<file path="src/design/kgt_pkg.sv">
// Package: shared types and constants for the keyed grant table.
package kgt_pkg;

   // Field widths fixed by the item format
   localparam int FP_FIELD_W  = 64;
   localparam int ROLE_W      = 8;
   localparam int TS_W        = 63;
   localparam int REQ_TDATA_W = 136;
   localparam int RSP_TDATA_W = 8;

   // Item kinds carried on req_tuser
   localparam logic MODE_APPLY = 1'b0;
   localparam logic MODE_QUERY = 1'b1;

   // Result status codes
   localparam logic STATUS_OK   = 1'b0;
   localparam logic STATUS_FULL = 1'b1;

   // Control half of the search token that walks the cell row
   typedef struct packed {
      logic valid;
      logic mode;
      logic grant;
      logic found;
      logic appended;
   } kgt_ctl_type;

endpackage : kgt_pkg

</file>
<file path="src/design/kgt_cell.sv">
// One table entry plus one stage of the search token row.
module kgt_cell #(
   parameter int FP_BITS    = 64,
   parameter int CNT_W      = 10,
   parameter int CELL_INDEX = 0
) (
   input  logic                      clock,
   input  logic                      reset,
   input  logic                      advance,
   input  logic [CNT_W-1:0]          fill_count,
   input  kgt_pkg::kgt_ctl_type      ctl_in,
   input  logic [FP_BITS-1:0]        fp_in,
   input  logic [kgt_pkg::ROLE_W-1:0] role_in,
   input  logic [kgt_pkg::TS_W-1:0]  ts_in,
   output kgt_pkg::kgt_ctl_type      ctl_out,
   output logic [FP_BITS-1:0]        fp_out,
   output logic [kgt_pkg::ROLE_W-1:0] role_out,
   output logic [kgt_pkg::TS_W-1:0]  ts_out
);
   import kgt_pkg::*;

   localparam logic [CNT_W-1:0] IDX = CNT_W'(CELL_INDEX);

   // Stored entry
   logic [FP_BITS-1:0] ent_fp_ff;
   logic [ROLE_W-1:0]  ent_role_ff;
   logic               ent_active_ff;
   logic [TS_W-1:0]    ent_time_ff;

   // Token stage
   kgt_ctl_type        tok_ctl_ff,  tok_ctl_in;
   logic [FP_BITS-1:0] tok_fp_ff;
   logic [ROLE_W-1:0]  tok_role_ff;
   logic [TS_W-1:0]    tok_ts_ff;

   logic filled;
   logic is_next;
   logic key_match;
   logic hit;
   logic append;

   assign filled    = IDX < fill_count;
   assign is_next   = IDX == fill_count;
   assign key_match = (ent_role_ff == role_in) && (ent_fp_ff == fp_in);
   assign hit       = ctl_in.valid && !ctl_in.found && filled && key_match &&
                      ((ctl_in.mode == MODE_APPLY) || ent_active_ff);
   assign append    = ctl_in.valid && !ctl_in.found && (ctl_in.mode == MODE_APPLY) &&
                      is_next;

   always_comb begin
      tok_ctl_in          = ctl_in;
      tok_ctl_in.found    = ctl_in.found | hit | append;
      tok_ctl_in.appended = ctl_in.appended | append;
   end

   always_ff @(posedge clock) begin
      if (reset) begin
         tok_ctl_ff <= '0;
      end else if (advance) begin
         tok_ctl_ff <= tok_ctl_in;
      end
   end

   always_ff @(posedge clock) begin
      if (advance) begin
         tok_fp_ff   <= fp_in;
         tok_role_ff <= role_in;
         tok_ts_ff   <= ts_in;
      end
   end

   // Update the entry on an apply hit, or claim it on append
   always_ff @(posedge clock) begin
      if (advance && append) begin
         ent_fp_ff   <= fp_in;
         ent_role_ff <= role_in;
      end
      if (advance && (append || (hit && (ctl_in.mode == MODE_APPLY)))) begin
         ent_active_ff <= ctl_in.grant;
         ent_time_ff   <= ts_in;
      end
   end

   assign ctl_out  = tok_ctl_ff;
   assign fp_out   = tok_fp_ff;
   assign role_out = tok_role_ff;
   assign ts_out   = tok_ts_ff;

endmodule : kgt_cell

</file>
<file path="config.mk">
export PLATFORM = sky130hd
export DESIGN_NAME = kgt_cell
export DESIGN_NICKNAME = d
export VERILOG_FILES = /design/src/design/kgt_pkg.sv /design/src/design/kgt_cell.sv
export SDC_FILE = /design/constraint.sdc
export NUM_CORES = 1
export LEC_CHECK = 0
export BUFFER_PORTS_ARGS = -buffer_cell sky130_fd_sc_hd__buf_2
export CORE_ASPECT_RATIO = 0.9
export CORE_UTILIZATION = 48
export CTS_CLUSTER_SIZE = 10
export DETAILED_ROUTE_END_ITERATION = 10
export PLACE_DENSITY_LB_ADDON = 0.15
export SETUP_SLACK_MARGIN = 0.15
export SLEW_MARGIN = 20
export SYNTH_ARGS = -nofsm -noshare
export SYNTH_HDL_FRONTEND = slang
export SYNTH_SLANG_ARGS = --single-unit
</file>
<file path="constraint.sdc">
create_clock -name clock -period 6.1 [get_ports clock]
set_clock_uncertainty 0.15 [all_clocks]
set_input_delay 0.61 -clock clock [delete_from_list [all_inputs] [get_ports clock]]
set_output_delay 0.61 -clock clock [all_outputs]
set_load 0.03 [all_outputs]
</file>
### Word-level counts from Yosys, hierarchy flattened

Cells that the tools add are included.

| word-level totals | value |
|---|---|
| bits in registers | 213 |
| latch bits | 0 |
| RAM bits | 0 |
| bits in read-only memories | 0 |
| input bits | 153 |
| output and inout bits | 140 |
| word-level logic and storage cells | 32 |
| memories | 0 |

| cells by class | value |
|---|---|
| add/subtract/negate cells | 0 |
| multiply operators | 0 |
| div/mod/pow operators | 0 |
| magnitude comparators | 1 |
| eq/ne operators | 2 |
| shift operators | 0 |
| multiplexer cells | 0 |
| bitwise gates (word level) | 4 |
| reduce and logical (&&, ||, !) cells | 14 |

Operators with widths:

| kind | count |
|---|---|
| 64-bit equality test | 1 |
| 1-bit logical AND | 10 |
| 10-bit zero test | 1 |
| 1-bit by 10-bit less-than comparator with 1-bit output, first input constant | 1 |
| 8-bit equality test | 1 |
| 1-bit OR | 3 |
| 1-bit logical OR | 2 |
| 1-bit zero test | 1 |
| 1-bit NOT | 1 |

### Longest topological paths before layout

Gate-level depths: netlist of run 1.

| depth | value |
|---|---|
| word-level depth | 8 |
| gate-level depth with buffers | 6 |
| gate-level depth less buffers | 6 |

### Least setup slack after synthesis of run 1

No wires, ideal clock.

| timing path | value |
|---|---|
| kind | input to register |
| start point | input fill_count[3] |
| end point | register ent_fp_ff[0] (enable) |
| library setup time | 503 ps |
| arrival | 4,434 ps |
| slack | 1,013 ps |
| stages | 4 |
| path buffers | 0 |
| cells stage by stage | nor4_1 > nand3_1 > or3b_4 > nor2_1 |

| on the way | value |
|---|---|
| word-level cells in the longest chain between the ends | 3 |

RTL lines:

| what | line | text |
|---|---|---|
| start: declaration | kgt_cell.sv:10 | `input logic [CNT_W-1:0] fill_count,` |
| 10-bit zero test | kgt_cell.sv:43 | `assign is_next = IDX == fill_count;` |
| 1-bit logical AND | kgt_cell.sv:47 | `assign append = ctl_in.valid && !ctl_in.found && (ctl_in.mode == MODE_APPLY) &&` |
| 1-bit logical AND | kgt_cell.sv:74 | `if (advance && append) begin` |
| end signal: assignment | kgt_cell.sv:75 | `ent_fp_ff <= fp_in;` |
| end: declaration | kgt_cell.sv:25 | `logic [FP_BITS-1:0] ent_fp_ff;` |

Every way passes these cells.
A chain may end at the register's enable or synchronous reset.

### Worst setup path after layout of run 1

| timing path | value |
|---|---|
| start point | input fill_count[3] |
| end point | register ent_fp_ff[34] (enable) |

Same word-level chain as after synthesis.

==> flow_metrics.tcl, run 1 <==
set metrics [dict create \
    power.leakage_nw 3.85 \
    nFillCells 1055 \
    worstPathArrival_ns 2.55 \
    max_slew.worst_pin.slew_ns 0.973 \
    design.core.area_um2 14800 \
    grt_util_all_layers 0.186 \
    wl_per_cell_um 17.0 \
    hpwlAfterDp_um 10700 \
    holdBufCountCts 0 \
    relSlewSlack 0.351 \
    rsz0062_at_grt "false" \
    cp_top_family "simple AND/OR/NAND/NOR gates" \
    seq_area_frac_synth 0.869 \
    p_int_w 0.00253 \
    start_kind "primary input" \
    cts_buffer_depth 3 \
    required_ns 6.10 \
    place_ws_ns 2.99 \
    p_comb_frac 0.104 \
    synth_cell_types 22 \
    start_util 0.494 \
    die_w_um 132 \
    num_rows 42 \
    yosys_warnings 0 \
    fin_crit_sh 0.418 \
    io_buffer_count 292 \
    final_nets 813 \
    worst-path-buf-inv 2 \
    pwr-share-seq 0.519 \
    cts_made_buffers 25 \
    period_minus_slack_ns 2.55 \
    use_met2 0.317 \
    p_sw_w 0.000760 \
    hold_path_class "in -> reg" \
    ant_nets 0 \
    status "finished, final reports clean" \
    cpMaxStageDelayCell "nor2_4" \
    place_congestion 0.881 \
    multiInputGateArea_um2 940 \
    antenna_found_initial 0 \
    grtUsageMet1 0.232 \
    grt_busiest_layer "met2" \
    p_clk_frac 0.377 \
    vias 4162 \
    drive_gt1_frac 0.487 \
    ys_top_cells_by_area "edfxtp_1 86%, xor2_1 5.2%, xnor2_1 3.1%, dfxtp_1 1.4%, nor4_1 1.1%" \
    grt_pass1_wl_um 22600 \
    path_class "in -> reg" \
    swShare 0.231 \
    clk_latency_ns 0.49 \
    critical_path.max_stage_delay_ns 0.48 \
    layout_commonest_cell "buf_2" \
    power.total_w 0.00329 \
    place_area_um2 9060 \
    ir_drop_v 0.000261 \
    syn_inst 339 \
    drv_slew 0 \
    vias_per_cell 4.81 \
    cp-end-kind "flip-flop" \
    syn_nets 492 \
    drv_cap 0 \
    overflow 0 \
    final_hold_viol_count 0 \
    htreeDepth 1 \
    yosys.area.top_type "edfxtp_1" \
    grt_start_max_net_pins 82 \
    path_clk_slew_ns 0.05 \
    areaGrowthSynthToFinish_pct 33.3 \
    routed_wl_um 14700 \
    syn_avg_cell_area_um2 21.5 \
    met3_usage 0.0498 \
    netlist.area_leader.share 0.856 \
    die_area_um2 15700 \
    drt-initial-drc-count 227 \
    tns_ns 0 \
    layout_setup_ws_ns 3.55 \
    final_area_um2 9730 \
    dr.pass1.iters 4 \
    post_cts_resized 0 \
    clkSinkCount 213 \
    chipHeight_um 119 \
    drc 0 \
    fin_util 0.659 \
    ioPinCount 293 \
    final_cell_mix "291 x buf_2, 208 x edfxtp_1, 43 x xor2_1" \
    fmax_mhz 392 \
    cts-root-buf "clkbuf_16" \
    powerDensity_nw_per_um2 338 \
    critPathMaxFanout 29 \
    tritoncts "done" \
    setup_viol 0 \
    post_cts.repair.setup_buffers 0 \
    path_cells "buf_2, nor4_1, nand3_1, or3b_4, nor2_4, buf_4" \
    grt_pass1_vias 4289 \
    synth_seq_cells 213 \
    regArea_um2 6350 \
    antenna_cells 0 \
    syn-cell-area_um2 7300 \
]
[cell type report]
cell class,instances,share of cell area
Sequential cell,213,0.652
Timing Repair Buffer,295,0.155
Inverter,5,0.00193
Clock inverter,1,0.000900
Tap cell,198,0.0255
Clock buffer,34,0.0678
Multi-Input combinational cell,120,0.0966
[sequential cells by signal (all words and copies together), names as in the netlist]
register,cells
ts_out,63
ctl_out,5
ent_fp_ff,64
ent_active_ff,1
ent_role_ff,8
role_out,8
fp_out,64
[per-layer routing]
metal  part of all wire  routed length [um]
met5                  0                   0
met4              0.025                 374
met3              0.077                1130
met2               0.49                7260
met1               0.40                5940
[worst paths after layout]
path                                    start       endpoint  slack (ns)  cells past startpoint
worst max-delay path            fill_count[3]  ent_fp_ff[34]        3.55                      6
worst min-delay path                ts_in[52]     ts_out[52]        0.14                      1
worst max register to register  ent_fp_ff[33]  ent_active_ff        3.75                      6
worst min register to register     ctl_out[2]     ctl_out[2]        0.35                      2
[power by group through the flow]
stage,clock network (W),registers [W],logic (W)
floorplan,0,0.00190,0.0000249
global route,0.00132,0.00171,0.000359
CTS,0.00127,0.00171,0.000345
global placement,0,0.00174,0.000339
detailed placement,0,0.00174,0.000344
finish,0.00124,0.00171,0.000341
[synthesized netlist by cell type (all sizes together)]
library cell and n:
nor4 13, nand3 1, a2bb2oi 1, nor2 10, a311oi 1, o32ai 1, a2111oi 1, o22ai 1
nor3 2, mux2i 3, edfxtp 208, a21oi 1, xnor2 26, xor2 43, clkbuf 1, inv 5
dfxtp 5, or3b 1, a211oi 1, nand2b 2, nand4 11, nor2b 1
[stage by stage]
stage | hold slack [ns] | instances
after floorplan | 0.450 | 339
after global placement | 0.324 | 830
after detailed placement | 0.329 | 831
after CTS | 0.121 | 866
after global routing | 0.124 | 866
final | 0.141 | 866
[cells by family after synthesis]
group	count (synthesis)	share of synthesized area
AND/OR/NAND/NOR	41	0.0319
AO/OA/AOI/OAI	7	0.00891
flip-flops	213	0.869
XOR/XNOR	69	0.0828
multiplexers	3	0.00411
buffers and inverters	6	0.00308
No activity file was read; power rests on OpenSTA's default activity.
==> run 2, diff against run 1 <==
==> constraint.sdc (replaced) <==
create_clock -name clock -period 2.66 [get_ports clock]
set_clock_uncertainty 0.15 [all_clocks]
set_input_delay 0.266 -clock clock [delete_from_list [all_inputs] [get_ports clock]]
set_output_delay 0.266 -clock clock [all_outputs]
set_load 0.03 [all_outputs]
==> run 2 against run 1 <==
- critical path depth increased by 2
- largest cell class unchanged
- sequential power increased by 130%
- critical endpoint is now ent_active_ff
- die area unchanged
- design area increased by 15%
- register-to-register slack got worse by 3.4 ns
- worst setup slack got worse by 3.3 ns
==> flow_metrics.tcl, run 2 (synthesis gave the netlist of run 1 again) <==
set metrics [dict create \
    place_congestion 0.846 \
    vias 4886 \
    power.leakage_nw 4.45 \
    cts-root-buf "clkbuf_16" \
    grt_pass1_wl_um 28100 \
    clkSinkCount 213 \
    die_w_um 132 \
    areaGrowthSynthToFinish_pct 53.2 \
    grt_start_max_net_pins 105 \
    rr_worst_depth 6 \
    die_area_um2 15700 \
    antenna_found_initial 1 \
    grt_util_all_layers 0.236 \
    layout_commonest_cell "buf_2" \
    chipHeight_um 119 \
    period_minus_slack_ns 2.40 \
    post_cts.repair.setup_buffers 0 \
    drt-initial-drc-count 297 \
    required_ns 2.68 \
    worstPathArrival_ns 2.42 \
    place_ws_ns 0.295 \
    final_hold_viol_count 0 \
    clk_latency_ns 0.49 \
    layoutNonFillerInstCount 1009 \
    ir_drop_v 0.000534 \
    layout_setup_ws_ns 0.263 \
    design.core.area_um2 14800 \
    dp.cells 831 \
    hpwlAfterDp_um 11000 \
    fmax_mhz 417 \
    drv_slew 0 \
    routed_wl_um 18700 \
    start_util 0.494 \
    cts_made_buffers 25 \
    status "finished, final reports clean" \
    fin_crit_sh 0.901 \
    hold-path-cell-count 1 \
    final_cell_mix "291 x buf_2, 208 x edfxtp_1, 140 x dlygate4sd3_1" \
    ant_nets 0 \
    final_nets 953 \
    setup_viol 0 \
    drive_gt1_frac 0.405 \
    tritoncts "done" \
    io_buffer_count 292 \
    start_kind "primary input" \
    hold_path_class "in -> reg" \
    relSlewSlack 0.626 \
    critPathMaxFanout 3 \
    wl_per_cell_um 18.5 \
    fin_util 0.757 \
    num_rows 42 \
    powerDensity_nw_per_um2 695 \
    overflow 0 \
    ioPinCount 293 \
    path_clk_slew_ns 0.05 \
    vias_per_cell 4.84 \
    drc 0 \
    cp-end-kind "flip-flop" \
    dr.pass1.iters 4 \
    path_class "in -> reg" \
    max_slew.worst_pin.slew_ns 0.561 \
    cts_buffer_depth 3 \
    htreeDepth 1 \
    grt_pass1_vias 5189 \
    drv_cap 0 \
    rsz0062_at_grt "false" \
]
run 2: changes by cell type in the layout (fill, tap and decap cells not counted), sizes merged:
cell         change
clkbuf           +2
clkinv           +1
diode            +1
dlygate4sd3    +140
inv              -1
run 2: metal layers:
metal  global-route usage  routed length, um  vias up
met5                    0                  0        -
met4               0.0894                712        0
met3               0.0583               1250       40
met2                0.418               9380      231
met1                0.277               7320     2380
li1                     -                  -     2235
run 2: final cells by class:
type | instances | area [um^2]
antenna | 1 | 2.50
clock buffer | 36 | 667
clock inverter | 1 | 5.00
fill | 846 | 3580
inverter | 5 | 18.8
multi-input combinational | 120 | 967
sequential | 213 | 6350
tap | 198 | 248
timing repair buffer | 435 | 2930
run 2: repair_timing:
action	in CTS	in global routing
endpoints found under the hold margin	214	0
hold buffers	140	0
setup endpoints to repair	0	1
gates resized for setup	0	1
run 2: power by group:
part           switching [W]  internal, W  leakage [nW]  total, W
Combinational       0.000610     0.000366          2.10  0.000976
Clock                0.00116      0.00171         0.325   0.00287
Sequential         0.0000512      0.00388          2.02   0.00393
Total                0.00182      0.00595          4.45   0.00777
run 2: through the flow:
stage	setup TNS (ns)	area (um^2)	hold slack, ns	total power, W
5_1_grt	0	11200	0.0413	0.00801
4_1_cts	0	11200	0.0370	0.00779
3_5_place_dp	0	9100	0.295	0.00478
2_1_floorplan	-0.727	7330	0.181	0.00441
3_3_place_gp	0	9100	0.293	0.00476
6_report	0	11200	0.0432	0.00777
run 2: critical path, stage by stage:
cell	delay (ns)
dlygate4sd3_1	0.55
buf_2	0.15
xor2_1	0.15
nor4_1	0.36
nand4_1	0.19
nor3_1	0.31
nand4_1	0.16
o32ai_1	0.28
run 2: path summary, 6_finish.rpt:
kind	from	endpoint	slack, ns
max reg2reg	ent_fp_ff[1]	ent_active_ff	0.36
max	fp_in[33]	ent_active_ff	0.26
min reg2reg	ctl_out[1]	ctl_out[1]	0.34
min	advance	fp_out[30]	0.04
